--- src/rtl/mspi_pkg.sv ---
// Package for the motor speed PI loop: loop constants, widths and the
// sequencer state type. No dependencies.

package mspi_pkg;

    // Loop constants.
    localparam int FILTER_SHIFT     = 4;
    localparam int ERROR_SHIFT      = 4;
    localparam int SPEED_SCALE      = 2000;
    localparam int SENSOR_DIRECTION = 1;
    localparam int ERROR_LIMIT      = 100000;
    localparam int OUT_MAX          = 32767;
    localparam int SAT32            = 2147483647;

    // Configuration port.
    localparam int CFG_IDX_W  = 3;
    localparam int CFG_DATA_W = 32;

    typedef enum logic [CFG_IDX_W-1:0] {
        REG_SPEED_MODE_ON     = 3'd0,
        REG_SPEED_TARGET      = 3'd1,
        REG_CURRENT_LIMIT     = 3'd2,
        REG_PROP_GAIN         = 3'd3,
        REG_INTEG_GAIN        = 3'd4,
        REG_LOOP_DIVIDER      = 3'd5,
        REG_POSITION_DEADBAND = 3'd6,
        REG_ZERO_SNAP         = 3'd7
    } mspi_reg_t;

    // Sequencer around the shared multiplier.
    typedef enum logic [3:0] {
        ST_IDLE,
        ST_DELTA,
        ST_SCALE,
        ST_SAT,
        ST_FILT1,
        ST_FILT2,
        ST_ERR1,
        ST_ERR2,
        ST_PMUL,
        ST_IMUL,
        ST_AW,
        ST_IMUL2,
        ST_OUT,
        ST_DONE
    } mspi_state_t;

    // Operand selection for the shared multiplier.
    typedef enum logic [2:0] {
        MUL_NONE,
        MUL_SCALE,
        MUL_PROP,
        MUL_INEW,
        MUL_INTEG
    } mspi_mul_sel_t;

endpackage

--- src/rtl/motor_speed_pi_loop_core.sv ---
// Top level of the motor speed PI loop: speed estimate, filter and PI with
// conditional anti-windup, computed over one shared multiplier. Uses mspi_pkg.
//
//  channel  | handshake          | payload
//  ---------+--------------------+--------------------------------------------
//  input    | s_valid / s_ready  | s_rotor_position
//  result   | m_valid / m_ready  | m_q_current_ref, m_speed_estimate, m_loop_ran
//  config   | cfg_we             | cfg_index, cfg_data
//
// A skipped tick goes from idle straight to the done state; a loop tick steps
// through the delta, scale, saturate and filter states and, with speed mode on,
// the error, PI and anti-windup states, around the one 34 x 17 bit multiplier.
// The input is ready only while the sequencer is idle; a held result in the
// output register does not block the next input transfer.
// Reset (aresetn, synchronous) clears all loop state; loop_divider resets to 10.

module motor_speed_pi_loop_core (
    input  logic                                aclk,
    input  logic                                aresetn,
    input  logic                                s_valid,
    output logic                                s_ready,
    input  logic signed [31:0]                  s_rotor_position,
    output logic                                m_valid,
    input  logic                                m_ready,
    output logic signed [15:0]                  m_q_current_ref,
    output logic signed [31:0]                  m_speed_estimate,
    output logic                                m_loop_ran,
    input  logic                                cfg_we,
    input  logic [mspi_pkg::CFG_IDX_W-1:0]      cfg_index,
    input  logic [mspi_pkg::CFG_DATA_W-1:0]     cfg_data
);
    import mspi_pkg::*;

    localparam logic signed [50:0] SAT51  = 51'(SAT32);
    localparam logic signed [33:0] SAT34  = 34'(SAT32);
    localparam logic signed [33:0] ELIM34 = 34'(ERROR_LIMIT);
    localparam logic signed [33:0] OMAX34 = 34'(OUT_MAX);
    localparam logic signed [16:0] OMAX17 = 17'(OUT_MAX);
    localparam logic signed [16:0] SCALE17 = 17'(SPEED_SCALE);

    function automatic logic signed [33:0] shift_sym(input logic signed [33:0] v,
                                                     input int sh);
        logic signed [33:0] mag;
        begin
            mag = -v;
            if (v >= 0) begin
                shift_sym = v >>> sh;
            end else begin
                shift_sym = -(mag >>> sh);
            end
        end
    endfunction

    // Configuration registers.
    logic                speed_mode_on_reg;
    logic signed [31:0]  speed_target_reg;
    logic [14:0]         current_limit_reg;
    logic [14:0]         prop_gain_reg;
    logic [14:0]         integ_gain_reg;
    logic [15:0]         loop_divider_reg;
    logic [15:0]         deadband_reg;
    logic [15:0]         zero_snap_reg;

    // Loop state.
    mspi_state_t         state_reg, state_next;
    logic [15:0]         tick_reg;
    logic [31:0]         last_pos_reg;
    logic signed [31:0]  filt_reg;
    logic signed [15:0]  integ_reg;
    logic signed [15:0]  held_reg;

    // Work registers.
    logic [31:0]         pos_reg;
    logic                ran_reg;
    logic signed [32:0]  ctrl_reg;
    logic                dead_reg;
    logic signed [31:0]  raw_reg;
    logic signed [33:0]  step_reg;
    logic signed [31:0]  err_reg;
    logic signed [15:0]  es_reg;
    logic signed [15:0]  inew_reg;
    logic signed [31:0]  p_reg;
    logic signed [50:0]  prod_reg;

    // Output register.
    logic                m_valid_reg;
    logic signed [15:0]  m_qref_reg;
    logic signed [31:0]  m_speed_reg;
    logic                m_ran_reg;

    // Control.
    mspi_mul_sel_t       mul_sel;
    logic                in_xfer;
    logic                out_load;
    logic                run_tick;
    logic [15:0]         tick_inc;

    // Datapath nets.
    logic signed [33:0]  mul_a;
    logic signed [16:0]  mul_b;
    logic [31:0]         delta32;
    logic signed [32:0]  ctrl;
    logic signed [32:0]  db33;
    logic                dead;
    logic signed [31:0]  raw_sat;
    logic signed [33:0]  diff34;
    logic signed [33:0]  fsum;
    logic signed [31:0]  fnew;
    logic signed [33:0]  zs34;
    logic signed [33:0]  err34;
    logic signed [31:0]  err_clamped;
    logic signed [33:0]  es_shift;
    logic signed [15:0]  es_clamped;
    logic signed [16:0]  isum;
    logic signed [15:0]  inew;
    logic signed [32:0]  unc;
    logic signed [32:0]  lim33;
    logic                over, under, keep;
    logic signed [15:0]  out_clamped;

    assign tick_inc = tick_reg + 16'd1;
    assign run_tick = (tick_inc >= loop_divider_reg);

    // Next state.
    always_comb begin
        state_next = state_reg;
        case (state_reg)
            ST_IDLE:  if (s_valid) state_next = run_tick ? ST_DELTA : ST_DONE;
            ST_DELTA: state_next = ST_SCALE;
            ST_SCALE: state_next = ST_SAT;
            ST_SAT:   state_next = ST_FILT1;
            ST_FILT1: state_next = ST_FILT2;
            ST_FILT2: state_next = speed_mode_on_reg ? ST_ERR1 : ST_DONE;
            ST_ERR1:  state_next = ST_ERR2;
            ST_ERR2:  state_next = ST_PMUL;
            ST_PMUL:  state_next = ST_IMUL;
            ST_IMUL:  state_next = ST_AW;
            ST_AW:    state_next = ST_IMUL2;
            ST_IMUL2: state_next = ST_OUT;
            ST_OUT:   state_next = ST_DONE;
            ST_DONE:  if (!m_valid_reg || m_ready) state_next = ST_IDLE;
            default:  state_next = ST_IDLE;
        endcase
    end

    // Control outputs of the sequencer.
    always_comb begin
        s_ready  = 1'b0;
        out_load = 1'b0;
        mul_sel  = MUL_NONE;
        case (state_reg)
            ST_IDLE:  s_ready = 1'b1;
            ST_SCALE: mul_sel = MUL_SCALE;
            ST_PMUL:  mul_sel = MUL_PROP;
            ST_IMUL:  mul_sel = MUL_INEW;
            ST_IMUL2: mul_sel = MUL_INTEG;
            ST_DONE:  out_load = !m_valid_reg || m_ready;
            default:  ;
        endcase
    end

    assign in_xfer = s_valid && s_ready;

    // Shared multiplier operands.
    always_comb begin
        mul_a = '0;
        mul_b = '0;
        case (mul_sel)
            MUL_SCALE: begin
                mul_a = 34'(ctrl_reg);
                mul_b = SCALE17;
            end
            MUL_PROP: begin
                mul_a = 34'(es_reg);
                mul_b = signed'({2'b00, prop_gain_reg});
            end
            MUL_INEW: begin
                mul_a = 34'(inew_reg);
                mul_b = signed'({2'b00, integ_gain_reg});
            end
            MUL_INTEG: begin
                mul_a = 34'(integ_reg);
                mul_b = signed'({2'b00, integ_gain_reg});
            end
            default: ;
        endcase
    end

    // Speed estimate arithmetic.
    always_comb begin
        delta32 = pos_reg - last_pos_reg;
        if (SENSOR_DIRECTION > 0) begin
            ctrl = signed'({delta32[31], delta32});
        end else if (SENSOR_DIRECTION < 0) begin
            ctrl = -signed'({delta32[31], delta32});
        end else begin
            ctrl = '0;
        end
        db33 = signed'({17'b0, deadband_reg});
        dead = (ctrl <= db33) && (ctrl >= -db33);

        if (prod_reg > SAT51) begin
            raw_sat = 32'(SAT32);
        end else if (prod_reg < -SAT51) begin
            raw_sat = -32'(SAT32);
        end else begin
            raw_sat = prod_reg[31:0];
        end

        diff34 = 34'(raw_reg) - 34'(filt_reg);

        fsum = 34'(filt_reg) + step_reg;
        if (fsum > SAT34) begin
            fnew = 32'(SAT32);
        end else if (fsum < -SAT34) begin
            fnew = -32'(SAT32);
        end else begin
            fnew = fsum[31:0];
        end
        zs34 = signed'({18'b0, zero_snap_reg});
        if ((34'(fnew) <= zs34) && (34'(fnew) >= -zs34)) begin
            fnew = '0;
        end
    end

    // PI arithmetic.
    always_comb begin
        err34 = 34'(speed_target_reg) - 34'(filt_reg);
        if (err34 > ELIM34) begin
            err_clamped = 32'(ERROR_LIMIT);
        end else if (err34 < -ELIM34) begin
            err_clamped = -32'(ERROR_LIMIT);
        end else begin
            err_clamped = err34[31:0];
        end

        es_shift = shift_sym(34'(err_reg), ERROR_SHIFT);
        if (es_shift > OMAX34) begin
            es_clamped = 16'(OUT_MAX);
        end else if (es_shift < -OMAX34) begin
            es_clamped = -16'(OUT_MAX);
        end else begin
            es_clamped = es_shift[15:0];
        end

        isum = 17'(integ_reg) + 17'(es_reg);
        if (isum > OMAX17) begin
            inew = 16'(OUT_MAX);
        end else if (isum < -OMAX17) begin
            inew = -16'(OUT_MAX);
        end else begin
            inew = isum[15:0];
        end

        // Both products fit in 31 bits, so their sum fits in 33.
        unc   = 33'(p_reg) + signed'(prod_reg[32:0]);
        lim33 = signed'({18'b0, current_limit_reg});
        over  = unc > lim33;
        under = unc < -lim33;
        keep  = !(over || under) || (integ_gain_reg == '0) ||
                (over && es_reg < 0) || (under && es_reg > 0);
        if (over) begin
            out_clamped = signed'({1'b0, current_limit_reg});
        end else if (under) begin
            out_clamped = -signed'({1'b0, current_limit_reg});
        end else begin
            out_clamped = unc[15:0];
        end
    end

    // Configuration registers.
    always_ff @(posedge aclk) begin
        if (!aresetn) begin
            speed_mode_on_reg <= 1'b0;
            speed_target_reg  <= '0;
            current_limit_reg <= '0;
            prop_gain_reg     <= '0;
            integ_gain_reg    <= '0;
            loop_divider_reg  <= 16'd10;
            deadband_reg      <= '0;
            zero_snap_reg     <= '0;
        end else if (cfg_we) begin
            case (mspi_reg_t'(cfg_index))
                REG_SPEED_MODE_ON:     speed_mode_on_reg <= cfg_data[0];
                REG_SPEED_TARGET:      speed_target_reg  <= signed'(cfg_data[31:0]);
                REG_CURRENT_LIMIT:     current_limit_reg <= cfg_data[14:0];
                REG_PROP_GAIN:         prop_gain_reg     <= cfg_data[14:0];
                REG_INTEG_GAIN:        integ_gain_reg    <= cfg_data[14:0];
                REG_LOOP_DIVIDER:      loop_divider_reg  <= cfg_data[15:0];
                REG_POSITION_DEADBAND: deadband_reg      <= cfg_data[15:0];
                REG_ZERO_SNAP:         zero_snap_reg     <= cfg_data[15:0];
                default: ;
            endcase
        end
    end

    // Control state and loop state.
    always_ff @(posedge aclk) begin
        if (!aresetn) begin
            state_reg    <= ST_IDLE;
            tick_reg     <= '0;
            last_pos_reg <= '0;
            filt_reg     <= '0;
            integ_reg    <= '0;
            held_reg     <= '0;
            m_valid_reg  <= 1'b0;
        end else begin
            state_reg <= state_next;
            if (in_xfer) begin
                tick_reg <= run_tick ? 16'd0 : tick_inc;
            end
            if (state_reg == ST_DELTA) begin
                last_pos_reg <= pos_reg;
            end
            if (state_reg == ST_FILT2) begin
                filt_reg <= fnew;
                if (!speed_mode_on_reg) begin
                    integ_reg <= '0;
                    held_reg  <= '0;
                end
            end
            if (state_reg == ST_AW && keep) begin
                integ_reg <= inew_reg;
            end
            if (state_reg == ST_OUT) begin
                held_reg <= out_clamped;
            end
            if (out_load) begin
                m_valid_reg <= 1'b1;
            end else if (m_ready) begin
                m_valid_reg <= 1'b0;
            end
        end
    end

    // Work and output payload registers.
    always_ff @(posedge aclk) begin
        if (in_xfer) begin
            pos_reg <= s_rotor_position;
            ran_reg <= run_tick;
        end
        if (mul_sel != MUL_NONE) begin
            prod_reg <= 51'(mul_a) * 51'(mul_b);
        end
        case (state_reg)
            ST_DELTA: begin
                ctrl_reg <= ctrl;
                dead_reg <= dead;
            end
            ST_SAT:   raw_reg  <= dead_reg ? 32'sd0 : raw_sat;
            ST_FILT1: step_reg <= shift_sym(diff34, FILTER_SHIFT);
            ST_ERR1:  err_reg  <= err_clamped;
            ST_ERR2:  es_reg   <= es_clamped;
            ST_PMUL:  inew_reg <= inew;
            ST_IMUL:  p_reg    <= prod_reg[31:0];
            default: ;
        endcase
        if (out_load) begin
            m_qref_reg  <= held_reg;
            m_speed_reg <= filt_reg;
            m_ran_reg   <= ran_reg;
        end
    end

    assign m_valid          = m_valid_reg;
    assign m_q_current_ref  = m_qref_reg;
    assign m_speed_estimate = m_speed_reg;
    assign m_loop_ran       = m_ran_reg;

    // An input transfer always starts the sequencer.
    a_start: assert property (@(posedge aclk) disable iff (!aresetn)
        in_xfer |=> state_reg != ST_IDLE)
        else $error("sequencer did not leave idle after an input transfer");

    // A loop tick always restarts the divider count.
    a_tick_clear: assert property (@(posedge aclk) disable iff (!aresetn)
        state_reg == ST_DELTA |-> tick_reg == '0)
        else $error("tick divider not cleared on a loop tick");

    // The integrator and held output stay within the symmetric output range.
    a_integ_range: assert property (@(posedge aclk) disable iff (!aresetn)
        integ_reg != 16'sh8000 && held_reg != 16'sh8000)
        else $error("integrator or held reference left the symmetric range");

    // The filtered speed stays inside the saturated 32-bit range.
    a_filt_range: assert property (@(posedge aclk) disable iff (!aresetn)
        filt_reg != 32'sh8000_0000)
        else $error("filtered speed reached the negative full scale");

    // Outside speed mode a finished loop tick leaves the output cleared.
    a_mode_off: assert property (@(posedge aclk) disable iff (!aresetn)
        (state_reg == ST_FILT2 && !speed_mode_on_reg) |=> held_reg == '0)
        else $error("held reference not cleared outside speed mode");

endmodule

--- config.mk ---
export PLATFORM = sky130hd
export DESIGN_NAME = motor_speed_pi_loop_core
export DESIGN_NICKNAME = d
export VERILOG_FILES = /design/src/rtl/mspi_pkg.sv /design/src/rtl/motor_speed_pi_loop_core.sv
export SDC_FILE = /design/constraint.sdc
export NUM_CORES = 2
export LEC_CHECK = 0
export BUFFER_PORTS_ARGS = -buffer_cell sky130_fd_sc_hd__buf_2
export CORE_MARGIN = 3
export CORE_UTILIZATION = 59
export DETAILED_ROUTE_END_ITERATION = 6
export GPL_TIMING_DRIVEN = 0
export PLACE_DENSITY_LB_ADDON = 0.1
export SLEW_MARGIN = 30
export SYNTH_ARGS = -nofsm -noshare
export SYNTH_HDL_FRONTEND = slang
export SYNTH_SLANG_ARGS = --single-unit
--- constraint.sdc ---
create_clock -name aclk -period 9.2 [get_ports aclk]
set_input_delay 0.46 -clock aclk [delete_from_list [all_inputs] [get_ports aclk]]
set_output_delay 0.46 -clock aclk [all_outputs]
set_load 0.01 [all_outputs]
==> impl_results.md <==
* Num CTS Buffers at 68
* Die Y at 311 um
* CTS clk-pin slew, worst paths at 0.07 ns
* Share of layout cells above drive strength 1 at 6.10%
* Area share of fa/ha/maj cells after synthesis at 27.6%
* Final Hold Fails at 0
* WL/cell at 20.9 um
* Crit path max fanout at 10
* Total GRT Usage at 33.5%
* Via Count at 47000
* Vias in the first global route at 45400
* Synth-to-layout area growth at 9.56%
* CP Data Required Time at 9.61 ns
* Via density at 5.99
* Fmax at 113 MHz
* Initial drt markers at 4590
* FILL cells at 7876
* Startpoint types: flop
* Initial core utilization at 59.8%
* Netlist cell types at 103
* Clock sink count at 570
* Number of flip-flops in the largest register at 50
* Leakage at 25.4 nW
* Fin Clk Skew at 0.0452 ns
* Gpl congestion at 0.982
* CP delay by family, top: adder cells
* CP max-delay cell: fa_1
* Placed cell areas at 57500 um2
* WL final at 164000 um
* CP Buf/Inv Count at 7
* Global-route wire length before repair at 255000 um
* Outcome: complete, no violations
* Worst-Skew Late Latency at 0.68 ns
* Pwr/cell area at 219 nW/um2
* Core Util, Final at 65.5%
* Power Total at 13.2 mW
* Post-synthesis mux area share at 0.605%
* Slew @ Worst Pin at 1.06 ns
* Slowest stage delay, CP at 0.54 ns
* Worst min path class: input port to flop
* DRT Pass-1 Iters at 6
* Total grt overflow at 0
* Sequential area share after synthesis at 26.7%
* Nets at 7554
* Crit Path Class: flop to flop
* Cell Count, Final, Fillers Out at 7856
* Largest net degree at the start of global routing at 43
* WHS at 0.0463 ns
* Most frequent CP cell: fa_1
* Setup violations, final at 0
* Die Area at 97000 um2
* Initial antenna violation count at 7
* DRC Markers at 0
* Syn Area/Cell at 8.70 um2
* Number of synthesized flops with an enable pin at 327
* Root buffer cell: clkbuf_16
* Compound-cell area share of the yosys netlist at 15.9%
* Horiz. Die Dim at 311 um
* Net count after synthesis at 7324
* Setup crit end kind: flop
* Boundary pin count at 123
* Routed Antenna Nets at 0
* Synth area leader: edfxtp_1
* CTS max path bufs at 3
* Period Utilization, post-route at 96.5%
* Cells after Synth at 6323
* Final Critical Period at 8.87 ns
* Ys async rst share at 0%
* Post-Synth XOR/XNOR Area at 4.55%
* Largest family of logic cells by synthesized area: adder cells
* TritonCTS clock tree: built
* Commonest non-fill, non-tap cell in the layout: nand2_1
* Mapped Area at 55000 um2
* Placed cell count at 7700
* Post-synthesis simple-gate area fraction at 17.7%
* Cell Rows at 111
* Buffers on Ports at 118
* Main area contributors after synthesis: edfxtp_1, fa_1, ha_1, dfxtp_1, nand2_1
* Slew HR at 29.2%
* Worst endpoint data arrival time at 9.29 ns
* Final slew viol count at 0
* Synth top area share at 17.8%
* Final Cell Area at 60300 um2
* # H-tree levels at 3
* Placeable Area at 92100 um2
* Most frequent cells in the layout: nand2_1, inv_1, nor2_1
* Synth warn at 0
* HPWL after DPL at 131000 um
* Max VDD drop at 0.000190 V
* Max cap viols at 0
* Synth Flop Type: edfxtp_1
* Synthesized flop and latch total at 570
-- Yosys cell counts, drive strengths merged (87+ instances only) --
| master | number |
|---|---|
| clkbuf | 225 |
| o21ai | 218 |
| xnor2 | 199 |
| inv | 763 |
| fa | 467 |
| ha | 462 |
| nand2 | 913 |
| nand4 | 87 |
| a21o | 140 |
| a21oi | 467 |
| nand3 | 106 |
| edfxtp | 327 |
| dfxtp | 243 |
| nor3 | 147 |
| nor2 | 479 |
| xor2 | 87 |
-- final timing paths --
check	start	cells past startpoint	end	slack, ns
worst min register to register	held_reg[14]$_SDFFE_PN0P_	0	m_q_current_ref[14]$_DFFE_PP_	0.43
worst min-delay path	cfg_data[28]	3	speed_target_reg[28]$_SDFFE_PN0P_	0.05
worst max-delay path	state_reg[0]$_SDFFE_PN0P_	30	prod_reg[46]$_DFFE_PP_	0.33
worst max register to register	state_reg[0]$_SDFFE_PN0P_	30	prod_reg[46]$_DFFE_PP_	0.33
-- power by group --
part / total [mW] / internal, mW / switching (mW) / leakage, nW
Sequential: 3.62 / 3.27 / 0.352 / 4.99
Combinational: 6.92 / 2.51 / 4.41 / 19.3
Clock: 2.67 / 1.51 / 1.16 / 1.06
-- cell type report --
cell class | count | area [um2] | share of cell area (%)
well taps | 1243 | 1560 | 2.58
clock buffers | 90 | 1890 | 3.13
flip-flops and latches | 570 | 14700 | 24.4
multi-input cells | 4738 | 36800 | 61.1
clock inverters | 32 | 270 | 0.448
plain buffers | 239 | 985 | 1.63
repair buffers | 170 | 1190 | 1.98
diodes | 8 | 20.0 | 0.0332
inverters | 766 | 2880 | 4.77
-- cell families (layout without fill, tap and decap cells) --
logic type,Yosys count,after routing
AOI/OAI and AO/OA,1351,1351
muxes,33,33
xor gates and xnor gates,286,286
and+or+nand+nor,2134,2134
buffers and inverters,1015,1297
DFF,570,570
adders and majority gates,934,934
other,0,8
-- metrics by stage --
step | setup WS (ns) | TNS [ns]
floorplan | 0.350 | 0
global route | -0.0434 | -0.0434
finish | 0.326 | 0
detailed placement | -1.37 | -13.32
global placement | -1.34 | -13.31
CTS | 0.00224 | 0
-- repair_timing --
| action | 4_1_cts | 5_1_grt |
|---|---|---|
| pin swaps | 3 | 4 |
| cloned | 0 | 0 |
| setup buffers | 2 | 2 |
| endpoints found under the hold margin | 32 | 0 |
| gates resized for setup | 58 | 51 |
| hold buffers | 32 | 0 |
| setup endpoints to repair | 22 | 9 |
-- metal layers --
metal	GRT usage, %	up-vias	share of wire, %
met5	0	-	0.010
met4	13.5	2	4.4
met3	7.30	398	9.2
met2	53.9	1864	45
met1	44.3	22600	41
li1	-	22200	-
-- worst min-delay path, delay by kind of cell --
family	cells	cell delay, ns
and+or+nand+nor	1	0.04
buffers and inverters	1	0.09
AOI/OAI and AO/OA	1	0.05
Power figures use the tool's default switching activity.
